--- config.mk ---
export PLATFORM = sky130hd
export DESIGN_NAME = arft_ram
export DESIGN_NICKNAME = d
export VERILOG_FILES = /design/src/sv/arft_ram.sv
export SDC_FILE = /design/constraint.sdc
export NUM_CORES = 1
export LEC_CHECK = 0
export BUFFER_PORTS_ARGS = -buffer_cell sky130_fd_sc_hd__buf_2
export CAP_MARGIN = 20
export CORE_UTILIZATION = 54
export CTS_CLUSTER_SIZE = 25
export DETAILED_ROUTE_END_ITERATION = 12
export MAX_ROUTING_LAYER = met4
export PLACE_DENSITY = 0.73
export SYNTH_ARGS = -nofsm -noshare
export SYNTH_HDL_FRONTEND = slang
export SYNTH_SLANG_ARGS = --single-unit
export TNS_END_PERCENT = 100
--- constraint.sdc ---
create_clock -name clk -period 2 [get_ports clk]
set_input_delay 0.4 -clock clk [delete_from_list [all_inputs] [get_ports clk]]
set_output_delay 0.4 -clock clk [all_outputs]
set_load 0.02 [all_outputs]
--- src/sv/arft_ram.sv ---
// Generic single-port-write, single-port-read RAM with registered read data.
// No dependencies.
module arft_ram #(
    parameter int WIDTH = 8,
    parameter int DEPTH = 16
) (
    input  logic                                     clk,
    input  logic                                     wr_en,
    input  logic [(DEPTH > 1 ? $clog2(DEPTH) : 1)-1:0] wr_addr,
    input  logic [WIDTH-1:0]                         wr_data,
    input  logic [(DEPTH > 1 ? $clog2(DEPTH) : 1)-1:0] rd_addr,
    output logic [WIDTH-1:0]                         rd_data
);

    logic [WIDTH-1:0] mem [DEPTH];
    logic [WIDTH-1:0] rd_data_reg;

    // Write port
    always_ff @(posedge clk)
    begin
        if (wr_en)
        begin
            mem[wr_addr] <= wr_data;
        end
    end

    // Registered read port
    always_ff @(posedge clk)
    begin
        rd_data_reg <= mem[rd_addr];
    end

    assign rd_data = rd_data_reg;

endmodule

# ---- After elaboration in Yosys (flattened, before gate mapping)
# Memories as Yosys holds them, arrays and structs flattened. A register that Yosys moved wholly into a read port is not among the register bits.
# Cells that the tools add are included.
dict set report word_totals {
  ram_bits 128
  regBits 0
  n_memories 1
}
dict set report op_classes {
  muxes 2
}
# memory words word_bits rd rd_clocked_by_memory_dff wr line
set memory_table {}
lappend memory_table {mem 16 8 1 1 1 15} ;# logic [WIDTH-1:0] mem [DEPTH];
# op count
set op_table {}
lappend op_table {{1-bit 2-to-1 mux} 2}

# ---- Logic depth before layout (Yosys ltp)
# Gate-level depths: netlist (run 1).
dict set report depth {
  word_depth 2
  depth_mapped 5
}

# ---- Least setup slack after synthesis (run 1)
# No wires, ideal clock.
dict set report synth_path {
  path_type {input port to flip-flop}
  startpoint {in wr_addr[2] (netlist name)}
  endpoint {mem mem[0][0], enable pin}
  path_buffers 0
  t_arrival_ps 1510
  slack_ps 107
  stages 2
  required_time_ps 1617
  path_cell_list {or3b_2 > nor3_1}
}
# element line
set synth_lines {}
lappend synth_lines {{start: declaration} 9} ;# input logic [(DEPTH > 1 ? $clog2(DEPTH) : 1)-1:0] wr_addr,
lappend synth_lines {{end: declaration} 15}
# No word-level cell before the write port.

# ---- Final worst setup path (run 1)
dict set report layout_path {
  startpoint {reg rd_data_reg[5], in the netlist rd_data[5] (read register of mem)}
  endpoint {out rd_data[5]}
}
# element line
set layout_lines {}
lappend layout_lines {{start: declaration} 16} ;# logic [WIDTH-1:0] rd_data_reg;
lappend layout_lines {{end: declaration} 12} ;# output logic [WIDTH-1:0] rd_data
# No word-level cell between the ends.

==> reports/results.ini, run 1 <==
[clocking]
numCtsBuffers=17
htreeDepth=4
cts.clk_slew.worst_paths_ns=0.06
cts_tree=done
clkLatencyLatePin_ns=0.52
post_cts_buffers=0
cts_hold_buf=0
clock_sinks=136
cts-root-buf=clkbuf_8
cts_resized=0
clk_path_buf_depth=2

[worst_setup_path]
critPathMaxFanout=1
end_kind=primary output
max_stage_delay_ns=0.37
cp_cell_sequence=buf_2
critical_path.slowest_cell=dfxtp_1
cp.arrival_ns=1.07
cpLargestDelayFamily=flip-flops
cp_num_buf_inv=1
start_kind=register
crit_type=register to primary output
r2r_setup_slack_ns=0.58
required_ns=1.60

[final_layout]
final_nets=303
area.growth.synth_to_final_pct=18.9
n_fill_cell=577
largest_reg_flops=128
drive_above_1_share=0.326
n_antenna_cell=0
instances_no_fill=427

[outcome]
status=completed

[synthesis]
synth-adder-area-share=0
ys_seq_area_frac=0.778
ys_ff_latch=136
synthCells=229
netlist_top_cells_area=edfxtp_1 (75%), mux4_2 (7.9%), mux4_1 (7.1%), dfxtp_1 (3.1%), a22oi_1 (2.3%)
yosys.area_share.xor_xnor=0
yosys.area.top_type=edfxtp_1
synth_mux_area_frac=0.150
ys_warn_count=0
synthesis.nets=247
yosysUniqueCellTypes=19
synth_top_family_by_area=multiplexers
syn_area_um2=5150
avgSynthCellArea_um2=22.5
netlist.area_leader.share=0.747
yosys.area_share.simple=0.0318
synth_compound_area_frac=0.0233

[detailed_routing]
drcViolationCount=0
postRouteAntennaNets=0
wl_per_cell_um=22.8
first_pass_iters=4
wirelength_um=9750
drtIter0Drc=194
via_per_inst=5.67
vias=2420

[grt]
grt_use_total=0.228
grt_pass1_vias=2519
grt_max_degree=33
overflow=0
grt_pass1_wl_um=14700
antenna_found_initial=0

[pwr]
max-vdd-ir-drop_uv=571
power.leakage_nw=2.10
pwr_density_cell_nw_per_um2=1070
power_mw=6.53

[min_path]
hp-class=input port to register

[floorplan]
die_area_um2=9930
die_y_um=99.6
die_width_um=99.6
initial_core_util=0.557
ios=26
rows=35
core_area_um2=9240

[place]
place_hpwl_um=5880
portBuffers=25
gp_congestion=0.705
dp.cells=395

[sta]
fin_crit_sh=0.734
worst_slew_pin_slew_ns=0.421
setup_viol=0
max_freq_ghz=0.681
layout_min_cycle_time_ns=1.47
hold_violations=0
skew_ns=0.00800
maxSlewHeadroom=0.719
setup_tns_ns=0
rsz0062_at_grt=false
slew_viol_final=0

[flow_run]
maxCapViolCount=0

==> kinds of logic after synthesis <==
logic type / after synthesis
mux: 32
simple gates: 35
compound gates: 16
buf+inv: 10
flops: 136
==> final timing paths <==
kind	startpoint	end	depth (start not counted)
min reg2reg	mem[12][4]	rd_data[4]	3
max reg2reg	mem[8][5]	rd_data[5]	3
min	wr_data[1]	mem[9][1]	1
max	rd_data[5]	rd_data[5]	1
==> Yosys cell counts (all sizes together) <==
library cell / count
nor3: 4
nor2b: 1
nand2: 9
clkdlybuf4s25: 3
and2b: 1
dfxtp: 8
and2: 1
nand2b: 2
a22oi: 16
or3b: 1
edfxtp: 128
nand3: 1
nand3b: 2
buf: 7
nor2: 13
mux4: 32
==> through the flow <==
stage	hold WS, ns	util	cell area, um^2	worst slack (ns)
after CTS	0.236	0.662	6120	0.477
after global placement	0.648	0.599	5540	0.186
final	0.259	0.662	6120	0.531
after global routing	0.244	0.662	6120	0.478
after detailed placement	0.660	0.599	5540	0.170
after floorplan	0.499	-	5150	0.107
==> layout by cell type, fill, tap and decap left out <==
master / n
nand2_1: 9
and2_1: 1
dfxtp_1: 8
clkinv_4: 3
mux4_1: 14
clkbuf_8: 1
nor2b_1: 1
clkinvlp_4: 2
nand3b_1: 2
bufinv_16: 2
clkbuf_16: 16
nor2_1: 13
nand3_1: 1
a22oi_1: 16
buf_12: 2
buf_4: 20
clkinv_1: 1
inv_6: 7
or3b_2: 1
mux4_2: 18
nand2b_1: 2
nor3_1: 4
and2b_1: 1
buf_2: 25
edfxtp_1: 128
==> area by class of cell <==
class / instances / area, um^2 / area share
clock inverter: 15 / 166 / 0.0272
clock buffer: 17 / 414 / 0.0677
sequential: 136 / 4000 / 0.654
multi-input combinational: 83 / 1060 / 0.173
timing repair buffer: 47 / 315 / 0.0515
tap: 129 / 161 / 0.0264
==> per-layer routing <==
metal  global-route usage  routed length [um]  part of all wire
met1                0.285                4050              0.41
met2                0.356                4950              0.51
met3               0.0562                 560             0.057
met4                0.103                 198             0.020
met5                    -                   0                 0
==> where the power goes <==
group	switching, mW	leakage [nW]	internal [mW]
clock	1.20	0.279	1.80
sequential	0.0204	1.22	3.19
combinational	0.186	0.595	0.132
total	1.41	2.10	5.12
Power figures use the tool's default switching activity.
==> run 2, diff against run 1 <==
Clock period 2 ns to 1.3 ns, I/O delays scaled along.
==> reports/results.ini, run 2 (same netlist as run 1, synthesis figures left out) <==
[clocking]
cts_hold_buf=0  ; unchanged
numCtsBuffers=17  ; unchanged
clock_sinks=136  ; unchanged
clk_path_buf_depth=2  ; unchanged
cts.clk_slew.worst_paths_ns=0.06  ; about the same
htreeDepth=4  ; unchanged
clkLatencyLatePin_ns=0.52  ; about the same
cts_tree=done
cts-root-buf=clkbuf_8

[sta]
setup_tns_ns=0  ; unchanged
max_freq_ghz=0.784
skew_ns=0.0147  ; +0.00672 ns
slew_viol_final=0  ; unchanged
fin_crit_sh=0.981
layout_min_cycle_time_ns=1.27
hold_violations=0  ; unchanged
worst_slew_pin_slew_ns=0.918  ; +0.497 ns
whs_ns=0.108  ; -0.151 ns
setup_viol=0  ; unchanged
maxSlewHeadroom=0.386  ; -0.333

[detailed_routing]
wl_per_cell_um=22.8  ; about the same
first_pass_iters=4  ; unchanged
vias=2484  ; +2.6%
postRouteAntennaNets=0  ; unchanged
drtIter0Drc=142  ; -27%
wirelength_um=9960  ; +2.1%
drcViolationCount=0  ; unchanged
via_per_inst=5.70  ; +0.53%

[worst_setup_path]
critical_path.slowest_cell=mux4_2
max_stage_delay_ns=0.48  ; +0.11 ns
cp.arrival_ns=1.67  ; +0.60 ns
crit_type=register to register
required_ns=1.70  ; +0.10 ns
critPathMaxFanout=1  ; unchanged
start_kind=register
cp_cell_sequence=mux4_2 > a22oi_2 > nand2_1
end_kind=register

[final_layout]
final_nets=312  ; +3.0%
area.growth.synth_to_final_pct=23.9
mostFrequentLayoutCells=edfxtp_1 (128), mux4_2 (30), buf_4 (25)
n_fill_cell=553  ; -4.2%
final_cell_area_um2=6380  ; +4.3%
drive_above_1_share=0.450  ; +0.124
n_antenna_cell=0  ; unchanged
final_common_cell=edfxtp_1
instances_no_fill=436  ; +2.1%
largest_reg_flops=128  ; unchanged

[pwr]
max-vdd-ir-drop_uv=1360  ; +140%
power.leakage_nw=2.14  ; +2.2%
pwr_density_cell_nw_per_um2=1630  ; +53%

[place]
gp_congestion=0.750  ; +6.4%
place_area_um2=5700  ; +2.9%
dp.cells=404  ; +2.3%
portBuffers=25  ; unchanged
place_hpwl_um=6100  ; +3.7%

[grt]
grt_pass1_vias=2594  ; +3.0%
overflow=0  ; unchanged
grt_max_degree=18  ; -45%
grt_use_total=0.233  ; +0.00565
antenna_found_initial=0  ; unchanged
grt_pass1_wl_um=15400  ; +4.6%

[flow_run]
maxCapViolCount=0  ; unchanged

[floorplan]
die_y_um=99.6  ; unchanged
rows=35  ; unchanged
die_width_um=99.6  ; unchanged
initial_core_util=0.557  ; unchanged
core_area_um2=9240  ; unchanged
die_area_um2=9930  ; unchanged
ios=26  ; unchanged

[min_path]
hp-class=input port to register

[outcome]
status=completed

-- run 2: cell count changes in the layout (fill, tap and decap cells not counted), moves of 5 or more --
cell / change
mux4_2: +12
mux4_1: -12
buf_2: -5
inv_6: -6
a22oi_2: +9
buf_4: +5
buf_12: +8
a22oi_1: -9
-- run 2: critical path, delay by kind of cell (launching register included) --
| family | cells | cell delay, ns |
|---|---|---|
| DFF | 1 | 0.38 |
| AOI/OAI and AO/OA | 1 | 0.22 |
| muxes | 1 | 0.48 |
| and+or+nand+nor | 1 | 0.07 |
-- run 2: repair_timing --
action / CTS / global route
buffers inserted: 0 / 0
gates resized for setup: 9 / 10
hold endpoints to repair: 0 / 0
pin swaps: 1 / 0
endpoints found under the setup margin: 7 / 8
-- run 2: layout make-up --
class | count | area (um^2) | area share
tap | 129 | 161 | 0.0253
clock inverter | 15 | 203 | 0.0318
sequential | 136 | 4010 | 0.628
multi-input combinational | 83 | 1090 | 0.171
clock buffer | 17 | 414 | 0.0649
timing repair buffer | 56 | 499 | 0.0783
-- run 2: routing by layer --
layer / GRT usage / share of wire / vias up
met3: 0.0724 / 0.081 / 6
met2: 0.361 / 0.52 / 101
li1: - / - / 1094
met4: 0.0588 / 0.0087 / 0
met1: 0.306 / 0.39 / 1283
met5: - / 0 / -
-- run 2: final timing paths --
check	start	endpoint	slack, ns	depth (start not counted)
min reg2reg	mem[15][0]	rd_data[0]	0.68	3
max reg2reg	mem[3][4]	rd_data[4]	0.03	3
min	wr_data[6]	mem[0][6]	0.11	1
max	mem[3][4]	rd_data[4]	0.03	3
-- run 2: per-stage QoR --
stage | util | power, mW | worst slack, ns
floorplan | - | 5.33 | -0.0630
global placement | 0.617 | 5.56 | -0.437
detailed placement | 0.617 | 5.57 | -0.426
CTS | 0.687 | 10.5 | 0.00471
global route | 0.690 | 10.7 | -0.00505
finish | 0.690 | 10.4 | 0.0252
-- run 2: power breakdown --
part / switching (mW) / total (mW) / internal [mW] / leakage, nW
Clock: 1.79 / 4.90 / 3.12 / 0.286
Combinational: 0.312 / 0.580 / 0.268 / 0.634
Sequential: 0.0350 / 4.94 / 4.91 / 1.22
==> run 3, diff against run 2 <==
Settings changed: CORE_UTILIZATION 54 to 25, PLACE_DENSITY 0.73 to 0.4, TNS_END_PERCENT 100 to unset.
==> reports/results.ini, run 3 (same netlist as run 1, synthesis figures left out) <==
[outcome]
status=completed

[worst_setup_path]
crit_type=register to register
required_ns=1.59  ; -0.11 ns
critical_path.slowest_cell=mux4_2
cp.arrival_ns=1.55  ; -0.12 ns
cp_cell_sequence=mux4_2 > a22oi_2 > nand2_1
critPathMaxFanout=1  ; unchanged
cp_num_buf_inv=0  ; unchanged
start_kind=register
end_kind=register
max_stage_delay_ns=0.50  ; +0.02 ns
cpLargestDelayFamily=multiplexers

[grt]
grt_use_total=0.122  ; -0.111
grt_pass1_wl_um=17200  ; +12%
grt_pass1_vias=2576  ; -0.69%
antenna_found_initial=0  ; unchanged
grt_max_degree=19  ; +1
overflow=0  ; unchanged

[detailed_routing]
wirelength_um=11400  ; +15%
drtIter0Drc=218  ; +54%
vias=2435  ; -2.0%
first_pass_iters=4  ; unchanged
routed.top_layer=met4
wl_per_cell_um=19.9  ; -13%
via_per_inst=4.24  ; -26%
drcViolationCount=0  ; unchanged
met2_wirelength_um=5450  ; +5.2%
drt-met1-wl_um=5500  ; +42%
postRouteAntennaNets=0  ; unchanged
met3WireLength_um=313  ; -61%

[final_layout]
area.growth.synth_to_final_pct=26.5
drive_above_1_share=0.414  ; -0.0350
final_common_cell=edfxtp_1
instances_no_fill=574  ; +32%
mostFrequentLayoutCells=edfxtp_1 (128), mux4_2 (31), buf_2 (25)
largest_reg_flops=128  ; unchanged
n_antenna_cell=0  ; unchanged
n_fill_cell=1911  ; +250%
final_nets=310  ; -0.64%

[flow_run]
maxCapViolCount=0  ; unchanged

[sta]
max_freq_ghz=0.793  ; +1.1%
skew_ns=0.00566  ; -0.00907 ns
rsz0062_at_grt=true
hold_violations=0  ; unchanged
layout_min_cycle_time_ns=1.26  ; -0.0139 ns
maxSlewHeadroom=0.320  ; -0.0661
fin_crit_sh=0.970  ; -0.0107
setup_viol=0  ; unchanged
whs_ns=0.241  ; +0.133 ns
worst_slew_pin_slew_ns=1.02  ; +0.0973 ns
slew_viol_final=0  ; unchanged

[place]
gp_congestion=0.670  ; -11%
portBuffers=25  ; unchanged
dp.cells=543  ; +34%
place_hpwl_um=7350  ; +20%

[clocking]
cts-root-buf=clkbuf_16
cts_hold_buf=0  ; unchanged
cts.clk_slew.worst_paths_ns=0.06  ; about the same
numCtsBuffers=17  ; unchanged
htreeDepth=4  ; unchanged
clk_path_buf_depth=2  ; unchanged
cts_tree=done
clkLatencyLatePin_ns=0.41  ; -0.11 ns
clock_sinks=136  ; unchanged

[pwr]
pwr_density_cell_nw_per_um2=1590  ; -2.5%
power_mw=10.4  ; -0.44%
power.leakage_nw=2.13  ; -0.79%
max-vdd-ir-drop_uv=634  ; -53%

[floorplan]
die_width_um=145  ; +46%
initial_core_util=0.254  ; -0.303
ios=26  ; unchanged
core_area_um2=20200  ; +120%
die_y_um=145  ; +46%
rows=52  ; +49%
die_area_um2=21200  ; +110%

[min_path]
hp-class=input port to register

run 3: changes by cell type in the layout (fill, tap and decap cells not counted), sizes merged:
cell      change
clkinv        -1
inv           -1
buf           -2
clkbuf        +4
clkinvlp      -3
run 3: area by class of cell:
| cell class | count | area (um^2) | area share |
|---|---|---|---|
| well taps | 270 | 338 | 0.0519 |
| clock inverters | 10 | 153 | 0.0234 |
| multi-input cells | 83 | 1080 | 0.166 |
| flip-flops and latches | 136 | 4000 | 0.615 |
| repair buffers | 54 | 493 | 0.0757 |
| clock buffers | 21 | 440 | 0.0677 |
run 3: per-layer routing:
layer	global-route usage	vias up
met5	-	-
met3	0.0357	16
li1	-	1080
met1	0.156	1299
met4	0.0442	0
met2	0.185	40
run 3: power by group:
| group | internal, mW | total (mW) | switching, mW | leakage (nW) |
|---|---|---|---|---|
| clock network | 3.17 | 4.86 | 1.69 | 0.282 |
| logic | 0.254 | 0.576 | 0.321 | 0.622 |
| registers | 4.90 | 4.94 | 0.0350 | 1.22 |
run 3: metrics by stage:
step | utilization | worst slack [ns] | TNS (ns) | cell area, um^2
detailed placement | 0.291 | -0.414 | -14.47 | 5890
CTS | 0.321 | 0.000633 | 0 | 6500
global placement | 0.291 | -0.381 | -13.35 | 5890
floorplan | - | -0.0630 | -0.690 | 5180
finish | 0.322 | 0.0391 | 0 | 6510
global route | 0.322 | -0.0217 | -0.0217 | 6510
run 3: worst paths after layout:
kind                            startpoint  cells after the start  slack (ns)         end
worst min-delay path            wr_data[3]                      1        0.24  mem[13][3]
worst min register to register   mem[6][5]                      3        0.68  rd_data[5]
worst max register to register   mem[7][0]                      3        0.04  rd_data[0]
worst max-delay path             mem[7][0]                      3        0.04  rd_data[0]
run 3: what timing repair did:
item                                    CTS  global route
resized for setup                         5             5
endpoints found under the setup margin    5             4
pin swaps                                 1             0
buffers inserted                          0             0
